<file path="src/hw/rtl/bpe_pkg.sv">
// Shared types and constants for the Bezier point evaluator.
package bpe_pkg;

  // Default sizes of the control point store.
  localparam int MaxPointsDefault  = 8;
  localparam int CoordWidthDefault = 32;

  // Fixed-point constants: 1.0 in Q16.16, and t = 1.0 in Q1.16.
  localparam int OneQ16     = 65536;
  localparam int FracBits   = 16;
  localparam int ParamWidth = 17;

  // Configuration register width and reset value.
  localparam int CountWidth = 4;
  localparam logic [CountWidth-1:0] CountReset = 4'd4;

  // Command codes.
  localparam logic CmdLoad = 1'b0;
  localparam logic CmdEval = 1'b1;

  // Input transaction payload.
  typedef struct packed {
    logic                  command;
    logic [2:0]            point_index;
    logic signed [31:0]    point_x;
    logic signed [31:0]    point_y;
    logic [ParamWidth-1:0] curve_param;
  } bpe_cmd_t;

  // Result transaction payload.
  typedef struct packed {
    logic signed [31:0] curve_x;
    logic signed [31:0] curve_y;
  } bpe_res_t;

endpackage

</file>
<file path="src/hw/rtl/bezier_point_evaluator.sv">
// Bezier curve point evaluator: control point store and de Casteljau sequencer.
//
//  Channel  Signals                        Direction  Contents
//  cmd      cmd_valid, cmd_ready, cmd      in         load a point, or evaluate at t
//  res      res_valid, res_ready, res      out        curve point (x, y) at t
//  cfg      cfg_we, cfg_wdata              in         point_count register
//
// A load transaction is stored when it is accepted. An evaluate transaction over n
// control points runs n*(n-1)/2 interpolation steps before the result is offered,
// each through the difference, x product, y product and update states on the
// single shared multiplier. cmd_ready is low while a curve is evaluated, and
// the block waits to hand over a result while the previous one is not yet taken.
// Reset (rst, synchronous) loads the default four-point curve and point_count = 4.
module bezier_point_evaluator
  import bpe_pkg::*;
#(
  parameter int MAX_POINTS  = MaxPointsDefault,
  parameter int COORD_WIDTH = CoordWidthDefault
) (
  input  logic                  clk,
  input  logic                  rst,
  input  logic                  cmd_valid,
  output logic                  cmd_ready,
  input  bpe_cmd_t              cmd,
  output logic                  res_valid,
  input  logic                  res_ready,
  output bpe_res_t              res,
  input  logic                  cfg_we,
  input  logic [CountWidth-1:0] cfg_wdata
);

  localparam int IdxW  = (MAX_POINTS > 1) ? $clog2(MAX_POINTS) : 1;
  localparam int DiffW = COORD_WIDTH + 1;
  localparam int TW    = ParamWidth + 1;
  localparam int ProdW = DiffW + TW;
  localparam int SatW  = (COORD_WIDTH > 32) ? COORD_WIDTH : 32;
  localparam int OutW  = (COORD_WIDTH < 32) ? COORD_WIDTH : 32;

  localparam logic signed [SatW-1:0] CoordMax =
    {{(SatW-COORD_WIDTH+1){1'b0}}, {(COORD_WIDTH-1){1'b1}}};
  localparam logic signed [SatW-1:0] CoordMin = ~CoordMax;
  localparam logic signed [SatW-1:0] OutMax =
    {{(SatW-OutW+1){1'b0}}, {(OutW-1){1'b1}}};
  localparam logic signed [SatW-1:0] OutMin = ~OutMax;
  localparam logic signed [ProdW-1:0] RoundHalf = ProdW'(OneQ16 / 2);
  localparam logic signed [COORD_WIDTH-1:0] CoordOne = COORD_WIDTH'(OneQ16);
  localparam logic [ParamWidth-1:0] ParamOne = ParamWidth'(OneQ16);

  typedef enum logic [2:0] {
    StIdle,
    StSub,
    StMulX,
    StMulY,
    StAdd,
    StDone
  } state_t;

  state_t state;

  // Control point store and the working queues of the interpolation.
  logic signed [COORD_WIDTH-1:0] ctrl_x_store [MAX_POINTS];
  logic signed [COORD_WIDTH-1:0] ctrl_y_store [MAX_POINTS];
  logic signed [COORD_WIDTH-1:0] work_x [MAX_POINTS];
  logic signed [COORD_WIDTH-1:0] work_y [MAX_POINTS];
  logic signed [COORD_WIDTH-1:0] work_x_next [MAX_POINTS];
  logic signed [COORD_WIDTH-1:0] work_y_next [MAX_POINTS];

  logic [CountWidth-1:0]   point_count;
  logic [ParamWidth-1:0]   t_param;
  logic [IdxW-1:0]         level;
  logic [IdxW-1:0]         step;
  logic signed [DiffW-1:0] diff_x;
  logic signed [DiffW-1:0] diff_y;
  logic signed [ProdW-1:0] prod_x;
  logic signed [ProdW-1:0] prod_y;

  // Load path: sign-extend the 32-bit coordinate and saturate to the store width.
  logic signed [SatW-1:0]        load_x_ext;
  logic signed [SatW-1:0]        load_y_ext;
  logic signed [COORD_WIDTH-1:0] load_x_sat;
  logic signed [COORD_WIDTH-1:0] load_y_sat;
  logic                          load_hit;
  logic [IdxW-1:0]               load_addr;

  always_comb begin
    load_x_ext = SatW'(cmd.point_x);
    load_y_ext = SatW'(cmd.point_y);
    if (load_x_ext > CoordMax) begin
      load_x_sat = COORD_WIDTH'(CoordMax);
    end else if (load_x_ext < CoordMin) begin
      load_x_sat = COORD_WIDTH'(CoordMin);
    end else begin
      load_x_sat = COORD_WIDTH'(load_x_ext);
    end
    if (load_y_ext > CoordMax) begin
      load_y_sat = COORD_WIDTH'(CoordMax);
    end else if (load_y_ext < CoordMin) begin
      load_y_sat = COORD_WIDTH'(CoordMin);
    end else begin
      load_y_sat = COORD_WIDTH'(load_y_ext);
    end
    load_hit  = (int'(cmd.point_index) < MAX_POINTS);
    load_addr = IdxW'(cmd.point_index);
  end

  // Evaluate setup: limit t to 1.0 and the point count to the range 2 to the store depth.
  logic [ParamWidth-1:0] t_sat;
  logic [IdxW-1:0]       level_init;
  int                    count_eff;

  always_comb begin
    t_sat = (cmd.curve_param > ParamOne) ? ParamOne : cmd.curve_param;
    if (int'(point_count) < 2) begin
      count_eff = 2;
    end else if (int'(point_count) > MAX_POINTS) begin
      count_eff = MAX_POINTS;
    end else begin
      count_eff = int'(point_count);
    end
    level_init = IdxW'(count_eff - 1);
  end

  // Shared multiplier: the x difference in the StMulX state, the y difference in the StMulY state that follows.
  logic signed [DiffW-1:0] mul_op;
  logic signed [TW-1:0]    t_signed;
  logic signed [ProdW-1:0] mul_out;

  always_comb begin
    mul_op   = (state == StMulX) ? diff_x : diff_y;
    t_signed = $signed({1'b0, t_param});
    mul_out  = mul_op * t_signed;
  end

  // Interpolation update: round the product half up, drop the fraction, add to a.
  logic signed [ProdW-1:0]       rnd_x;
  logic signed [ProdW-1:0]       rnd_y;
  logic signed [COORD_WIDTH-1:0] lerp_x;
  logic signed [COORD_WIDTH-1:0] lerp_y;
  logic                          last_step;
  logic [IdxW-1:0]               tail_idx;

  always_comb begin
    rnd_x     = (prod_x + RoundHalf) >>> FracBits;
    rnd_y     = (prod_y + RoundHalf) >>> FracBits;
    lerp_x    = work_x[0] + COORD_WIDTH'(rnd_x);
    lerp_y    = work_y[0] + COORD_WIDTH'(rnd_y);
    last_step = (step == level - IdxW'(1));
    tail_idx  = last_step ? (level - IdxW'(1)) : level;
  end

  // Queue update: pop the head (and the level's last point on its final step),
  // then append the new interpolated point behind the ones of this level.
  always_comb begin
    for (int i = 0; i < MAX_POINTS; i++) begin
      if (last_step) begin
        work_x_next[i] = work_x[(i + 2 < MAX_POINTS) ? i + 2 : MAX_POINTS - 1];
        work_y_next[i] = work_y[(i + 2 < MAX_POINTS) ? i + 2 : MAX_POINTS - 1];
      end else begin
        work_x_next[i] = work_x[(i + 1 < MAX_POINTS) ? i + 1 : MAX_POINTS - 1];
        work_y_next[i] = work_y[(i + 1 < MAX_POINTS) ? i + 1 : MAX_POINTS - 1];
      end
    end
    work_x_next[tail_idx] = lerp_x;
    work_y_next[tail_idx] = lerp_y;
  end

  // Output saturation to the narrower of the store and port ranges.
  logic signed [SatW-1:0] fin_x_ext;
  logic signed [SatW-1:0] fin_y_ext;
  logic signed [SatW-1:0] fin_x_sat;
  logic signed [SatW-1:0] fin_y_sat;

  always_comb begin
    fin_x_ext = SatW'(work_x[0]);
    fin_y_ext = SatW'(work_y[0]);
    if (fin_x_ext > OutMax) begin
      fin_x_sat = OutMax;
    end else if (fin_x_ext < OutMin) begin
      fin_x_sat = OutMin;
    end else begin
      fin_x_sat = fin_x_ext;
    end
    if (fin_y_ext > OutMax) begin
      fin_y_sat = OutMax;
    end else if (fin_y_ext < OutMin) begin
      fin_y_sat = OutMin;
    end else begin
      fin_y_sat = fin_y_ext;
    end
  end

  assign cmd_ready = (state == StIdle);

  // Sequencer, store, configuration register and output register.
  always_ff @(posedge clk) begin
    if (rst) begin
      state       <= StIdle;
      res_valid   <= 1'b0;
      point_count <= CountReset;
      for (int i = 0; i < MAX_POINTS; i++) begin
        ctrl_x_store[i] <= (i == 2 || i == 3) ? CoordOne : '0;
        ctrl_y_store[i] <= (i == 1) ? CoordOne : ((i == 2) ? -CoordOne : '0);
      end
    end else begin
      if (cfg_we) begin
        point_count <= cfg_wdata;
      end
      // A result taken while a new one is ready is replaced in the done state.
      if (res_valid && res_ready && state != StDone) begin
        res_valid <= 1'b0;
      end
      unique case (state)
        StIdle: begin
          if (cmd_valid) begin
            if (cmd.command == CmdLoad) begin
              if (load_hit) begin
                ctrl_x_store[load_addr] <= load_x_sat;
                ctrl_y_store[load_addr] <= load_y_sat;
              end
            end else begin
              work_x  <= ctrl_x_store;
              work_y  <= ctrl_y_store;
              t_param <= t_sat;
              level   <= level_init;
              step    <= '0;
              state   <= StSub;
            end
          end
        end
        StSub: begin
          diff_x <= DiffW'(work_x[1]) - DiffW'(work_x[0]);
          diff_y <= DiffW'(work_y[1]) - DiffW'(work_y[0]);
          state  <= StMulX;
        end
        StMulX: begin
          prod_x <= mul_out;
          state  <= StMulY;
        end
        StMulY: begin
          prod_y <= mul_out;
          state  <= StAdd;
        end
        StAdd: begin
          work_x <= work_x_next;
          work_y <= work_y_next;
          if (last_step) begin
            step <= '0;
            if (level == IdxW'(1)) begin
              state <= StDone;
            end else begin
              level <= level - IdxW'(1);
              state <= StSub;
            end
          end else begin
            step  <= step + IdxW'(1);
            state <= StSub;
          end
        end
        StDone: begin
          if (!res_valid || res_ready) begin
            res_valid   <= 1'b1;
            res.curve_x <= fin_x_sat[31:0];
            res.curve_y <= fin_y_sat[31:0];
            state       <= StIdle;
          end
        end
        default: begin
          state <= StIdle;
        end
      endcase
    end
  end

endmodule

</file>
<file path="config.mk">
export PLATFORM = sky130hd
export DESIGN_NAME = bezier_point_evaluator
export DESIGN_NICKNAME = d
export VERILOG_FILES = /design/src/hw/rtl/bpe_pkg.sv /design/src/hw/rtl/bezier_point_evaluator.sv
export SDC_FILE = /design/constraint.sdc
export NUM_CORES = 2
export LEC_CHECK = 0
export BUFFER_PORTS_ARGS = -buffer_cell sky130_fd_sc_hd__buf_2
export CAP_MARGIN = 20
export CORE_MARGIN = 2
export CORE_UTILIZATION = 31
export DETAILED_ROUTE_END_ITERATION = 6
export GPL_ROUTABILITY_DRIVEN = 0
export HOLD_SLACK_MARGIN = 0.06
export SLEW_MARGIN = 25
export SYNTH_ARGS = -nofsm -noshare
export SYNTH_HDL_FRONTEND = slang
export SYNTH_SLANG_ARGS = --single-unit
</file>
<file path="constraint.sdc">
create_clock -name clk -period 24.6 [get_ports clk]
set_input_delay 3.69 -clock clk [delete_from_list [all_inputs] [get_ports clk]]
set_output_delay 3.69 -clock clk [all_outputs]
set_load 0.02 [all_outputs]
</file>
==> results.md <==
* GRT overflow at 0
* Starting density of the core at 0.312
* Row Count at 186
* Vias in the first global route at 63,731
* Worst r2r path cells at 26
* Worst slew margin at 0.222
* Initial DRC Count at just under 7,000
* Routed vias at roughly 65,000
* Gr usage total at 0.196
* LEAKAGE at approximately 34 nW
* Fin crit share at 0.362
* Post-Syn Area at around 80,000 um^2
* CTS Hold Buffers Added at 0
* Number of synthesized flops with an enable pin at roughly 730
* Post-route ant nets at 0
* Insertion delay to the later sink of the worst-skew pair at 0.82 ns
* Layout cells sized above 1 at 0.0679
* Setup violations, final at 0
* Ys async rst share at 0
* Setup CP Type: reg2reg
* Clock root cell: clkbuf_16
* First-pass GRT wire length at between 300,000 and 400,000 um
* PostCTS Resize Cnt at 0
* CTS sink cnt at about 1,300
* DR pass1 iterations at 7
* Routed len/inst at approximately 21 um
* IO buf count at about 160
* CTS clk-pin slew, worst paths at 0.06 ns
* Most common cell after layout, fill and taps aside: nand2_1
* Die ar. at 262,000 um^2
* Final hold vios at 0
* CP startpoint kind: flop
* Core Region at 257,000 um^2
* Die width at 512 um
* Post-Synth XOR/XNOR Area at 0.0240
* Worst Hold Depth at 2
* Worst EP arrival at 9.46 ns
* Req. time, crit path at between 20 and 30 ns
* Synth Area in Compound Gates at 0.142
* Ports at 160
* Die Ht at 512 um
* Post-synthesis mux area share at 0.0109
* TritonCTS clock tree: built
* Worst min path class: reg2reg
* Synth Net Count at 10,024
* H-tree depth at 4
* Layout Nets at 9,762
* Post-DP HPWL at about 180,000 um
* Total Wirelength at 262,000 um
* Number of synthesized register bits at between 1,000 and 1,500
* Max-Cap Viols at 0
* Tot Pwr at roughly 11 mW
* Seq/Total Area, Yosys at 0.404
* Status: finished clean
* RSZ-0062 raised after global routing: no
* Most frequent cells in the layout: 2,502 x nand2_1, 1,136 x a21oi_1, 731 x edfxtp_1, 715 x inv_1, 520 x dfxtp_1
* Largest family of logic cells by synthesized area: simple AND/OR/NAND/NOR gates
* DRC at 0
* Total CTS buffers at between 100 and 150
* Critical path fanouts, max at 33
* Worst clock skew at between 0.05 and 0.06 ns
* Min cycle time layout at 8.90 ns
* Slew @ Worst Pin at 1.16 ns
* Clock Tree Buf Depth at 3
* Gate count of the mapped netlist at 9,170
* Hold Slack at 0.453 ns
* Synth cell types at a little under 90
* Initial antenna violation count at 31
* Slew Viols, Final at 0
* Largest net degree at the start of global routing at 232
* Avg Inst Size Synth at around 8.7 um^2
* Synth Area in Simple Gates at 0.184
* Synth Flop Type: edfxtp_1
* Setup TNS at 0 ns
* Synth warn at 0
* Via density at 5.22
* FMAX at 112 MHz
* CP endpoint kind: flop
* Fraction of the mapped netlist area in adder cells at 0.167
* Max VDD drop at 0.000241 V
* Power per cell area at 123 nW/um^2
* Area Growth Syn to Fin at 10.3%
* Post-CTS setup buffer count at 0
[synthesized netlist by cell type (6+ instances only)]
master | number | area share
mux2_2 | 28 | 0.0039
inv_1 | 716 | 0.034
xnor2_1 | 166 | 0.018
xor2_1 | 48 | 0.0052
o31ai_1 | 13 | 0.0012
o21ai_0 | 454 | 0.028
edfxtp_1 | 731 | 0.27
o211ai_1 | 10 | 0.00094
nor2_1 | 184 | 0.0086
buf_1 | 43 | 0.0020
mux2i_1 | 56 | 0.0070
nor4_1 | 7 | 0.00055
fa_1 | 518 | 0.13
a21o_1 | 70 | 0.0066
buf_4 | 64 | 0.0060
o22ai_1 | 8 | 0.00062
clkbuf_1 | 558 | 0.026
and3_1 | 42 | 0.0033
nand2_1 | 2504 | 0.12
nor3b_1 | 6 | 0.00056
a22oi_1 | 24 | 0.0022
a21oi_2 | 7 | 0.00077
a21oi_1 | 1137 | 0.071
and4_1 | 12 | 0.0013
a221o_1 | 44 | 0.0055
a21boi_0 | 7 | 0.00066
buf_2 | 12 | 0.00075
o21ai_1 | 18 | 0.0011
a22o_1 | 46 | 0.0050
o21a_1 | 33 | 0.0031
nand2b_1 | 42 | 0.0033
nand3_1 | 146 | 0.0091
or3_1 | 10 | 0.00078
or2_2 | 10 | 0.00078
o21bai_1 | 12 | 0.0011
nand4_1 | 7 | 0.00055
nor2b_1 | 123 | 0.0096
a31oi_1 | 57 | 0.0045
nor3_1 | 78 | 0.0049
and2_1 | 244 | 0.019
ha_1 | 242 | 0.038
dfxtp_1 | 520 | 0.13
nand3b_1 | 27 | 0.0025
[per-layer routing]
layer  global-route usage  vias to the layer above  routed length (um)
met5                    0                        -                 173
met4               0.0945                       26               13500
met3               0.0313                      515               21000
met2                0.313                     2774              120000
met1                0.258                    31782              107000
li1                     -                    29672                   -
[worst paths after layout]
check | startpoint | to | slack [ns]
worst max-delay path | state[0]$_SDFFE_PP0P_ | prod_y[46]$_DFFE_PP_ | 15.70
worst min-delay path | ctrl_y_store[73]$_SDFFE_PP0P_ | ctrl_y_store[73]$_SDFFE_PP0P_ | 0.45
worst max register to register | state[0]$_SDFFE_PP0P_ | prod_y[46]$_DFFE_PP_ | 15.70
worst min register to register | ctrl_y_store[73]$_SDFFE_PP0P_ | ctrl_y_store[73]$_SDFFE_PP0P_ | 0.45
[area by class of cell]
type | count | area (um^2)
diodes | 11 | 27.5
clock buffers | 209 | 4030
clock inverters | 48 | 613
fillers | 26307 | 169000
inverters | 716 | 2700
multi-input cells | 6526 | 42600
flip-flops and latches | 1251 | 32400
well taps | 3384 | 4230
repair buffers | 273 | 1760
[critical path, stage by stage (launching register included)]
cell and delay, ns:
dfxtp_1 0.46, nor2_1 0.21, and2_2 0.82, mux2_2 0.59
and2_1 0.26, fa_1 0.55, inv_1 0.06, fa_1 0.53
inv_1 0.05, fa_1 0.50, fa_1 0.44, fa_1 0.50
inv_1 0.05, fa_1 0.48, inv_1 0.04, ha_1 0.34
nand3_1 0.09, a211o_1 0.28, nor3_1 0.80, o31a_1 0.34
a211oi_2 0.18, a21oi_2 0.28, o211a_1 0.26, a31oi_2 0.13
nand2b_1 0.16, a21oi_2 0.08, xnor2_1 0.13
[report_power, final]
part	internal, mW	switching, mW
clock network	1.21	0.919
registers	2.81	0.103
logic	2.18	3.68
total	6.20	4.70
[through the flow]
| stage | util | std cells | cell area, um^2 | setup WS, ns |
|---|---|---|---|---|
| 2_1_floorplan | - | 9170 | 80100 | 10.61 |
| 3_3_place_gp | 0.325 | 12144 | 83400 | 15.83 |
| 3_5_place_dp | 0.325 | 12150 | 83600 | 15.69 |
| 4_1_cts | 0.343 | 12407 | 88200 | 15.69 |
| 5_1_grt | 0.344 | 12410 | 88300 | 15.28 |
| 6_report | 0.344 | 12418 | 88300 | 15.70 |
[flip-flops by register name, summed over array words and instances (netlist names), 32 cells and up]
signal / cells
ctrl_x_store: 256
ctrl_y_store: 256
work_x: 224
work_y: 224
res: 64
diff_x: 33
diff_y: 33
prod_x: 33
prod_y: 33
fin_x_ext: 32
fin_y_ext: 32
[cells by family (layout without fill, tap and decap cells)]
group | count (synthesis) | in the layout
buffers and inverters | 1393 | 1246
AOI/OAI and AO/OA | 2012 | 2012
muxes | 84 | 84
adders and majority gates | 760 | 760
DFF | 1251 | 1251
xor gates and xnor gates | 217 | 217
other | 0 | 11
and+or+nand+nor | 3453 | 3453
Note: power is estimated with default switching activity, not from simulation.
